$ cat config.mk
export PLATFORM = sky130hd
export DESIGN_NAME = rpid_front
export DESIGN_NICKNAME = d
export VERILOG_FILES = /design/src/hw/rtl/rpid_pkg.sv /design/src/hw/rtl/rpid_front.sv
export VERILOG_INCLUDE_DIRS = /design/src /design/src/hw/rtl
export SDC_FILE = /design/constraint.sdc
export NUM_CORES = 1
export LEC_CHECK = 0
export ABC_AREA = 1
export BUFFER_PORTS_ARGS = -buffer_cell sky130_fd_sc_hd__buf_4
export CAP_MARGIN = 20
export CORE_MARGIN = 10
export CORE_UTILIZATION = 54
export CTS_BUF_LIST = sky130_fd_sc_hd__clkbuf_8
export DETAILED_ROUTE_END_ITERATION = 10
export GPL_TIMING_DRIVEN = 0
export PLACE_DENSITY = 0.9
export SLEW_MARGIN = 0
export SYNTH_ARGS = -nofsm -noshare
export SYNTH_HDL_FRONTEND = slang
export SYNTH_SLANG_ARGS = --single-unit
export TNS_END_PERCENT = 20
$ cat constraint.sdc
create_clock -name clk -period 18.3 [get_ports clk]
set_input_delay 3.66 -clock clk [delete_from_list [all_inputs] [get_ports clk]]
set_output_delay 3.66 -clock clk [all_outputs]
set_load 0.02 [all_outputs]
$ cat src/hw/rtl/incremental_rate_pid_3axis_unit_assert.svh
// assertion macros shared by the rate pid rtl
`ifndef INCREMENTAL_RATE_PID_3AXIS_UNIT_ASSERT_SVH
`define INCREMENTAL_RATE_PID_3AXIS_UNIT_ASSERT_SVH
`ifndef SYNTHESIS
`define RPID_ASSERT(label, prop) \
  label: assert property (@(posedge clk) disable iff (rst) prop) \
    else $error("rpid assertion failed");
`define RPID_ASSERT_RST(label, prop) \
  label: assert property (@(posedge clk) prop) \
    else $error("rpid assertion failed");
`else
`define RPID_ASSERT(label, prop)
`define RPID_ASSERT_RST(label, prop)
`endif
`endif

$ cat src/hw/rtl/rpid_pkg.sv
// types, widths and constants of the rate pid
package rpid_pkg;

  localparam int FracBits = 16;
  localparam int UpW      = 18;
  localparam int RateW    = 32;
  localparam int GainW    = 21;
  localparam int FracW    = 17;
  localparam int AccW     = 32;
  localparam int TLimBits = 39;
  localparam int TW       = TLimBits + 1;
  localparam int MulAW    = 22;
  localparam int MulBW    = 41;
  localparam int ProdW    = MulAW + MulBW;
  localparam int N2W      = 36;
  localparam int DotW     = 51;
  localparam int MagW     = 50;
  localparam int MagHalf  = MagW / 2;
  localparam int NumW     = 67;
  localparam int SrcW     = 48;
  localparam int SumW     = 60;
  localparam int AccSumW  = 46;
  localparam int CfgIdxW  = 8;
  localparam int CfgDataW = 32;

  localparam logic [GainW-1:0] KpReset   = GainW'(1 << (FracBits - 1));
  localparam logic [GainW-1:0] KiReset   = GainW'(((1 << FracBits) + 5000) / 10000);
  localparam logic [GainW-1:0] KdReset   = GainW'(((1 << FracBits) + 5) / 10);
  localparam logic [FracW-1:0] FracReset = FracW'(((8 << FracBits) + 5) / 10);

  localparam logic [CfgIdxW-1:0] RegKp   = 8'd0;
  localparam logic [CfgIdxW-1:0] RegKi   = 8'd1;
  localparam logic [CfgIdxW-1:0] RegKd   = 8'd2;
  localparam logic [CfgIdxW-1:0] RegFrac = 8'd3;

  typedef struct packed {
    logic [2:0][UpW-1:0]   up;
    logic [2:0][RateW-1:0] act;
    logic [2:0][RateW-1:0] des;
    logic                  up_zero;
  } item_t;

  typedef struct packed {
    logic [GainW-1:0] kp;
    logic [GainW-1:0] ki;
    logic [GainW-1:0] kd;
    logic [FracW-1:0] frac;
  } cfg_t;

  typedef enum logic [2:0] {
    S_IDLE, S_DOT, S_NUM, S_DIV, S_REM, S_FIN
  } back_state_t;

endpackage

$ cat src/hw/rtl/rpid_front.sv
// input side: accepts items, flags a zero up vector, two-entry queue
`include "incremental_rate_pid_3axis_unit_assert.svh"
module rpid_front (
  input  logic                         clk,
  input  logic                         rst,
  input  logic                         in_valid,
  output logic                         in_stall,
  input  logic [rpid_pkg::UpW-1:0]     up_x,
  input  logic [rpid_pkg::UpW-1:0]     up_y,
  input  logic [rpid_pkg::UpW-1:0]     up_z,
  input  logic [rpid_pkg::RateW-1:0]   actual_rate_x,
  input  logic [rpid_pkg::RateW-1:0]   actual_rate_y,
  input  logic [rpid_pkg::RateW-1:0]   actual_rate_z,
  input  logic [rpid_pkg::RateW-1:0]   desired_rate_x,
  input  logic [rpid_pkg::RateW-1:0]   desired_rate_y,
  input  logic [rpid_pkg::RateW-1:0]   desired_rate_z,
  output logic                         q_valid,
  output rpid_pkg::item_t              q_item,
  input  logic                         q_pop
);

  rpid_pkg::item_t mem [2];
  rpid_pkg::item_t item_in;
  logic            wr_ptr;
  logic            rd_ptr;
  logic [1:0]      count;
  logic            push;
  logic            pop;

  always_comb begin
    item_in.up      = {up_z, up_y, up_x};
    item_in.act     = {actual_rate_z, actual_rate_y, actual_rate_x};
    item_in.des     = {desired_rate_z, desired_rate_y, desired_rate_x};
    // zero up vector: the removal is skipped later
    item_in.up_zero = (up_x == '0) && (up_y == '0) && (up_z == '0);
  end

  assign in_stall = (count == 2'd2);
  assign push     = in_valid && !in_stall;
  assign q_valid  = (count != 2'd0);
  assign pop      = q_pop && q_valid;
  assign q_item   = mem[rd_ptr];

  always_ff @(posedge clk) begin
    if (rst) begin
      wr_ptr <= 1'b0;
      rd_ptr <= 1'b0;
      count  <= 2'd0;
    end else begin
      if (push) wr_ptr <= !wr_ptr;
      if (pop) rd_ptr <= !rd_ptr;
      if (push && !pop) count <= count + 2'd1;
      else if (pop && !push) count <= count - 2'd1;
    end
  end

  always_ff @(posedge clk) begin
    if (push) mem[wr_ptr] <= item_in;
  end

  `RPID_ASSERT(a_count_range, count != 2'd3)
  `RPID_ASSERT(a_push_grows, push && !pop |=> count == $past(count) + 2'd1)
  `RPID_ASSERT(a_pop_nonempty, q_pop |-> q_valid)

endmodule

==> run metrics, run 1 <==
met2 GRT Util a little over two fifths; pwr/cell area 142 nW/um^2; Slew Limit Fails 0; largest family of logic cells by synthesized area multiplexers; Iteration-0 DRC Markers about 670; mux contribution to synthesized area between 10% and 20%; hold buffer count at CTS 0; maximum vdd drop between 0.0001 and 0.00015 V; register area share after synthesis approximately 80%; Synth cell types 18; layout cell share with drive strength beyond 1 approximately 60%; Vert. Die Dim ~200 microns; cts bufs inserted just under 80; R2R Setup Slk about 16 ns; simple-gate share of the synthesized area under 10%; fillers 1,807; largest net degree at the start of global routing 34; fin area 24,500 sq um; period utilization between 30% and 40%; vias in the first global route 11.4k; Die X 205 microns; die area roughly 42,000 sq um; top post-synthesis cells by count edfxtp_1, mux2_2, nor2_1; Final HPWL DP roughly 37,000 microns; Hold/Removal Path Class reg -> reg; complex-gate fraction of the synthesized area 0.109%; Via density approximately 5.3; Mapped Area approximately 18,000 sq um; cells after synthesis about 870; DR WL/cell roughly 26 microns; fmax between 0.15 and 0.2 GHz; total grt overflow 0; via count 10.5k; number of setup buffers added after CTS 0; Post-CTS Resized 0; number of port buffers approximately 500; Std-Cell Rows 67; worst-skew pair later-pin latency approximately 0.64 ns; Synth Area in XOR/XNOR 0%; Synth Area in Adders less than 1%; Starting Density a little over half; most frequent cell after synthesis edfxtp_1; Worst Hold Path Cells 2; Area contributors post-synth edfxtp_1, mux2_2, buf_6; Yosys top cell by area edfxtp_1; CTS tree yes; n_diodes 0; clk_skew roughly 0.025 ns; Yosys reg bits 499; Hold Violations, Final 0; H-tree levels 3; first-pass GRT wire length 72,500 microns; min cycle time layout roughly 5.8 ns; DRT Pass-1 Iters 5; global route hottest layer met2; initial antenna violation count 0; Area Overhead vs Synth 33.3%; Post-synth EDFFs between 400 and 500; Final ANT Viol Nets 0; global routing met3 resource utilization approximately a tenth; dominant synthesized flop cell edfxtp_1; worst hold slack roughly 0.49 ns; Tot GR Track Use around a quarter; Post-synth ARST share 0%; FF/Latch Area around 15,000 sq um; core box area 33,600 sq um; crit path max fanout 10; status finished clean; RSZ-0062 raised after global routing false; Syn Area/Cell 21.1 sq um; WP data required around 15 ns; # nets final about 1.7k; CP Launch Type register; count of clock tree sinks ~500; worst r2r path cells 5; GR met1 Demand/Resource around a quarter; global placement routability congestion ~0.84; Slew headroom between 40% and 50%; Yosys top cell area share about four fifths; clk buf depth 3; setup TNS 0 ns; I/O Pins 499; worst slew pin tran approximately 0.79 ns; Net Count, Synth between 1k and 1.5k; CTS root buf clkbuf_8; multi-input logic area 3100 sq um; placed cell area between 20,000 and 25,000 sq um; Crit Path Category reg -> out; clock-pin slew on the worst setup and hold paths 0.06 ns; DRC Markers 0; Power, Total around 3.5 mW; max_cap viols 0; WP data arrival approximately 2.1 ns; warnings from Yosys 0; Worst setup EP type output port; drt total wl 50,500 microns; final setup fails 0; Pleak slightly above 9 nW
==> through the flow <==
| stage | util [%] | worst slack, ns | cells |
|---|---|---|---|
| after floorplan | - | 3.38 | 872 |
| after global placement | 67.6 | -1.87 | 1818 |
| after detailed placement | 68.8 | 12.52 | 1836 |
| after CTS | 73.0 | 12.48 | 1968 |
| after global routing | 73.0 | 12.46 | 1968 |
| final | 73.0 | 12.55 | 1968 |
==> final cells by class <==
class	instances	share of cell area, %
flip-flops and latches	499	60.8
repair buffers	516	16.9
multi-input cells	320	12.6
clock buffers	78	4.37
well taps	448	2.28
clock inverters	54	1.34
plain buffers	27	1.20
inverters	26	0.398
==> worst max-delay path: stages (launching register included) <==
cell     delay [ns]
dfxtp_1        0.43
buf_4          0.27
buf_6          0.20
mux2_2         0.40
buf_4          0.18
==> worst paths after layout <==
| check | startpoint | to |
|---|---|---|
| setup reg to reg | count[0]$_SDFFE_PP0P_ | mem[0][68]$_DFFE_PP_ |
| hold / removal | rd_ptr$_SDFFE_PP0P_ | rd_ptr$_SDFFE_PP0P_ |
| setup / recovery | register | q_item[231] |
| hold reg to reg | rd_ptr$_SDFFE_PP0P_ | rd_ptr$_SDFFE_PP0P_ |
==> placed cells by master (no fill, tap or decap), types with 2 or more instances in the layout <==
master     count
inv_1         40
edfxtp_1     494
nand3_1        3
dfxtp_1        5
buf_12        10
buf_4        499
mux2_2       247
clkinv_1      17
buf_16         8
bufinv_16      2
nor2_4         2
buf_6         25
nand2_1       28
nor2_1        31
clkinv_2      12
inv_6          2
a21oi_1        3
clkbuf_8      78
inv_8          4
==> flip-flops by register name (all words and copies together) (netlist names), named ones only <==
signal  count
mem       494
count       2
rd_ptr      1
wr_ptr      1
==> routing by layer <==
layer	share of wire [%]	wire length, microns
met4	2.5	1260
met1	32	16100
met3	13	6420
met2	53	26700
met5	0	0
==> power breakdown <==
part,internal (mW),switching (mW)
Clock,0.432,0.428
Sequential,1.46,0.0418
Combinational,0.495,0.630
Total,2.39,1.10
==> cell families (layout without fill, tap and decap cells) <==
kind of cell / Yosys count / count (layout)
flip-flops: 499 / 499
multiplexers: 247 / 247
AND/OR/NAND/NOR: 68 / 68
buffers and inverters: 53 / 701
AO/OA/AOI/OAI: 4 / 4
adder cells (fa/ha/maj): 1 / 1
No activity file was read; power rests on OpenSTA's default activity.
==> run 2: changes to the inputs <==
ABC_AREA = 0   (was 1)
clock period = 5.3 ns   (was 18.3 ns; I/O delays follow)
==> run 2 against run 1 <==
Compared with the run above:
- via count decreased by 2.7%
- critical path depth unchanged
- global-route usage decreased by 0.51 points
- clock skew increased by 0.013 ns
- die area decreased by 0.82%
- first-iteration DRC count decreased by 1.6%
- sequential share of layout area increased by 1.2 points
- final cell count decreased by 3.5%
- highest routed layer is now met5
- clock power increased to 3.4 times the previous value
- flip-flop and latch count unchanged
==> run metrics, run 2 <==
total grt overflow 0; n_diodes 0; via count ~10k; worst r2r path cells 5; Regs by FF count mem (494), count (2); Yosys top cell by area edfxtp_1; Final ANT Viol Nets 0; Pleak approximately 9.1 nW; initial antenna violation count 1; DRC Markers 0; top post-synthesis cells by count edfxtp_1, mux2_2, buf_6; DRT Pass-1 Iters 5; status finished clean; Worst setup EP type output port; dominant synthesized flop cell edfxtp_1; most frequent cell after synthesis edfxtp_1; period utilization between 50 and 60%; number of port buffers between 400 and 500; setup ws final 2.23 ns; first-pass GRT wire length roughly 70,000 microns; clk_skew between 0.03 and 0.04 ns; final setup fails 0; Synth cell types 19; Slew headroom between 30 and 40%; Tot GR Track Use between 20 and 25%; Net Count, Synth 1,063; Syn Area/Cell about 22 sq um; vias in the first global route ~11k; WP data arrival about 2.0 ns; commonest non-fill, non-tap cells in the layout buf_4, edfxtp_1, mux2_2; Hold/Removal Path Class reg -> reg; Post-CTS Resized 0; Area contributors post-synth edfxtp_1, mux2_2, buf_6; H-tree levels 3; Iteration-0 DRC Markers between 600 and 700; Mapped Area between 15,000 and 20,000 sq um; pwr/cell area around 490 nW/um^2; fillers roughly 1.8k; core box area ~33,000 sq um; most common cell after layout, fill and taps aside buf_4; min cycle time layout 3.07 ns; Post-synth ARST share 0%; RSZ-0062 raised after global routing false; warnings from Yosys 0; register area share after synthesis 81.9%; Area Overhead vs Synth 31.9%; Std-Cell Rows between 60 and 70; Power, Total around 12 mW; Post-synth EDFFs between 400 and 500; Die X 204 microns; cts bufs inserted 78; Critical R2R Capture mem[1][56]$_DFFE_PP_; DR WL/cell around 26 microns; placed cell area approximately 23,000 sq um; count of clock tree sinks between 400 and 500; Hold Path End wr_ptr$_SDFFE_PP0N_; max_cap viols 0; Via density approximately 5.4; Final HPWL DP 34,800 microns; fin area roughly 24,000 sq um; min-delay src wr_ptr$_SDFFE_PP0N_; fmax ~0.33 GHz; CTS root buf clkbuf_8; largest reg by FF count mem; I/O Pins ~500; worst-skew pair later-pin latency 0.64 ns; hold buffer count at CTS 0; R2R Setup Slk 2.72 ns; Slew Limit Fails 0; Crit Path Category reg -> out; cells after synthesis 812; clk buf depth 3; global placement routability congestion about 0.84; Vert. Die Dim ~200 microns; Starting Density around 55%; layout cell share with drive strength beyond 1 about three fifths; Hold Violations, Final 0; worst slew pin tran 0.944 ns; Yosys reg bits ~500; crit path max fanout 10; largest net degree at the start of global routing about 130; Worst Hold Path Cells 2; max reg flops 494; maximum vdd drop 0.000362 V; clock-pin slew on the worst setup and hold paths ~0.060 ns; WP data required about 4.2 ns; die area 41,500 sq um; Worst R2R Start count[0]$_SDFFE_PP0P_; CP Launch Type register; CTS tree yes; # nets final around 1.6k; final core occ roughly 70%; Yosys top cell area share slightly above 80%; pre-CTS setup slack just under 2 ns; drt total wl between 40,000 and 50,000 microns; number of setup buffers added after CTS 0
[run 2: cell count changes in the layout (fill, tap and decap cells not counted), sizes merged, moves of 2 or more]
cell	delta
buf	-14
clkbuf	+2
clkinv	-7
clkinvlp	+3
inv	-16
nand2	-27
nand3	-3
nand4	+3
nor2	-28
nor4	+14
o21ai	+2
or3	+2
xor2	+3
[run 2: worst max-delay path by stage]
stage / slack (ns) / cells past startpoint / endpoint
6_report: 2.23 / 4 / q_item[187]
4_1_cts: 2.16 / 4 / q_item[187]
3_5_place_dp: 1.96 / 5 / mem[0][8]$_DFFE_PP_
5_1_grt: 2.14 / 4 / q_item[187]
3_3_place_gp: -4.02 / 4 / mem[0][8]$_DFFE_PP_
2_1_floorplan: -1.53 / 3 / mem[0][0]$_DFFE_PP_
[run 2: metrics by stage]
| stage | cells | hold slack (ns) | TNS [ns] |
|---|---|---|---|
| 2_1_floorplan | 812 | 0.452 | -378.93 |
| 3_3_place_gp | 1758 | 0.464 | -1223.35 |
| 3_5_place_dp | 1762 | 0.490 | 0 |
| 4_1_cts | 1900 | 0.500 | 0 |
| 5_1_grt | 1900 | 0.518 | 0 |
| 6_report | 1900 | 0.496 | 0 |
[run 2: area by class of cell]
class                   instances  area [sq um]  share of cell area (%)
repair buffers                502          3850                    16.0
plain buffers                  27           294                    1.22
inverters                       2          15.0                  0.0624
clock buffers                  80          1100                    4.58
well taps                     448           561                    2.33
multi-input cells             284          3010                    12.5
flip-flops and latches        499         14900                    62.1
clock inverters                58           300                    1.25
[run 2: power by group]
group / switching, mW / internal, mW
Combinational: 2.17 / 1.68
Sequential: 0.127 / 4.96
Clock: 1.43 / 1.50
[run 2: per-layer routing]
metal  vias to the layer above  track usage, %  wire length (microns)
met2                       561            40.8                  26000
met1                      5115            23.4                  16000
met4                         2            9.30                   1470
li1                       4436               -                      -
met5                         -               0                     13
met3                        71            9.69                   5800
[run 2: critical path: stages (launching register included)]
cell and delay, ns:
dfxtp_1 0.39, buf_6 0.23, buf_6 0.21, mux2_2 0.40, buf_4 0.18
[run 2: logic make-up (layout without fill, tap and decap cells)]
| group | after synthesis | count (layout) | share of synthesized area, % |
|---|---|---|---|
| AO/OA/AOI/OAI | 5 | 5 | 0.137 |
| XOR/XNOR | 3 | 3 | 0.144 |
| adder cells (fa/ha/maj) | 1 | 1 | 0.0686 |
| buffers and inverters | 29 | 669 | 1.65 |
| flip-flops | 499 | 499 | 81.9 |
| multiplexers | 247 | 247 | 15.2 |
| AND/OR/NAND/NOR | 28 | 28 | 0.878 |
==> run 3: changes to the inputs <==
ABC_AREA = 1   (was 0)
clock period = 3.11 ns   (was 5.3 ns; I/O delays follow)
==> run 3 against run 2 <==
Compared with the run above:
- sequential share of layout area is 1.2 points lower
- utilization increased by 1.0 points
- sequential power rose by 74%
- worst setup slack worse by 1.8 ns
- count of clock-buffer cells in the layout unchanged
- flip-flop and latch count did not move
- hold slack lost 0.32 ns
- clock skew decreased by 0.0094 ns
- final cell count rose by 3.8%
- power grew 73%
- critical endpoint is now q_item[199]
- design area up 1.9%
- global-route usage is 0.78 points higher
==> run metrics, run 3 (synthesis results as in run 1) <==
min cycle time layout around 2.7 ns; first-pass GRT wire length ~73,000 microns; I/O Pins around 500; Hold Violations, Final 0; clock-pin slew on the worst setup and hold paths about 0.070 ns; WP data required 2.49 ns; worst slew pin tran 0.548 ns; min-delay src desired_rate_x[4]; Post-CTS Resized 0; CTS tree yes; DRT Pass-1 Iters 7; Crit Path Category reg -> out; global placement routability congestion slightly below 0.8; hold buffer count at CTS 0; core box area around 34,000 sq um; total grt overflow 0; WP data arrival just over 2 ns; largest net degree at the start of global routing 33; FF/Latch Area about 15,000 sq um; CTS root buf clkbuf_8; Slew headroom between 60% and 70%; Final ANT Viol Nets 0; largest reg by FF count mem; Via density about 5.3; Worst setup EP type output port; R2R Setup Slk between 0.7 and 0.8 ns; worst r2r path cells 6; Final HPWL DP ~37,000 microns; status finished clean; Critical R2R Capture mem[1][51]$_DFFE_PP_; clk_skew around 0.028 ns; maximum vdd drop roughly 0.00083 V; DR WL/cell around 26 microns; Std-Cell Rows between 60 and 70; most common cell after layout, fill and taps aside buf_4; Tot GR Track Use around a quarter; layout cell share with drive strength beyond 1 between 50% and 60%; setup TNS 0 ns; Worst Hold Path Cells 1; Starting Density between 50 and 60%; Hold/Removal Path Class in -> reg; fillers 1,817; fmax 0.372 GHz; drt total wl slightly above 50,000 microns; die area between 40,000 and 50,000 sq um; CP Launch Type register; H-tree levels 3; Area Overhead vs Synth 33.2%; RSZ-0062 raised after global routing false; max reg flops 494; Slew Limit Fails 0; commonest non-fill, non-tap cells in the layout buf_4, edfxtp_1, mux2_2; Hold Path End mem[1][5]$_DFFE_PP_; Regs by FF count mem (494), count (2); count of clock tree sinks ~500; final core occ between 70% and 80%; Die X between 200 and 250 microns; period utilization a little under nine tenths; cts bufs inserted between 70 and 80; crit path max fanout 10; clk buf depth 3; Worst R2R Start count[0]$_SDFFE_PP0P_; multi-input logic area between 3000 and 4000 sq um; DRC Markers 0; Vert. Die Dim approximately 200 microns; Iteration-0 DRC Markers 686; max_cap viols 0; number of setup buffers added after CTS 0; via count about 11k; final setup fails 0; # nets final ~1.7k; vias in the first global route roughly 11k; pwr/cell area around 840 nW/um^2; worst-skew pair later-pin latency roughly 0.64 ns; initial antenna violation count 2; Pleak 9.31 nW; number of port buffers between 400 and 500
[run 3: critical path, cell delays in order (launching register included)]
cell,delay [ns]
dfxtp_1,0.43
buf_6,0.25
buf_6,0.20
mux2_2,0.39
buf_4,0.18
[run 3: area by class of cell]
class | count | area share, %
diodes | 1 | 0.0102
plain buffers | 27 | 1.20
clock buffers | 80 | 4.49
clock inverters | 56 | 1.21
inverters | 26 | 0.398
multi-input cells | 320 | 12.7
flip-flops and latches | 499 | 60.9
well taps | 448 | 2.29
repair buffers | 516 | 16.8
[run 3: stage by stage]
stage | hold slack [ns] | area, sq um | cells | worst slack (ns) | power [mW]
after floorplan | 0.454 | 18400 | 872 | -1.68 | 12.6
after global placement | 0.467 | 22700 | 1818 | -3.58 | 15.3
after detailed placement | 0.483 | 23100 | 1836 | 0.533 | 15.6
after CTS | 0.123 | 24500 | 1972 | 0.329 | 20.7
after global routing | 0.132 | 24500 | 1973 | 0.311 | 21.3
final | 0.172 | 24500 | 1973 | 0.424 | 20.5
[run 3: how the worst max path moves through the flow]
| stage | from | endpoint | slack, ns | depth (start not counted) |
|---|---|---|---|---|
| after floorplan | in_valid | mem[1][0]$_DFFE_PP_ | -1.68 | 2 |
| after global placement | in_valid | mem[1][51]$_DFFE_PP_ | -3.58 | 3 |
| after detailed placement | in_valid | mem[1][51]$_DFFE_PP_ | 0.53 | 7 |
| after CTS | register | q_item[199] | 0.33 | 4 |
| after global routing | register | q_item[199] | 0.31 | 4 |
| final | register | q_item[199] | 0.42 | 4 |
[run 3: where the power goes]
part | internal, mW | switching, mW | leakage [nW]
sequential | 8.60 | 0.253 | 4.65
combinational | 2.90 | 3.71 | 3.88
clock | 2.56 | 2.49 | 0.788
[run 3: layer usage]
metal / wire length, microns / up-vias / global-route usage [%] / share of wire, %
li1: - / 4589 / - / -
met1: 16000 / 5282 / 23.6 / 31
met2: 27200 / 583 / 43.0 / 53
met3: 6370 / 80 / 10.3 / 12
met4: 1380 / 2 / 8.75 / 2.7
met5: 12 / - / 0 / 0.024
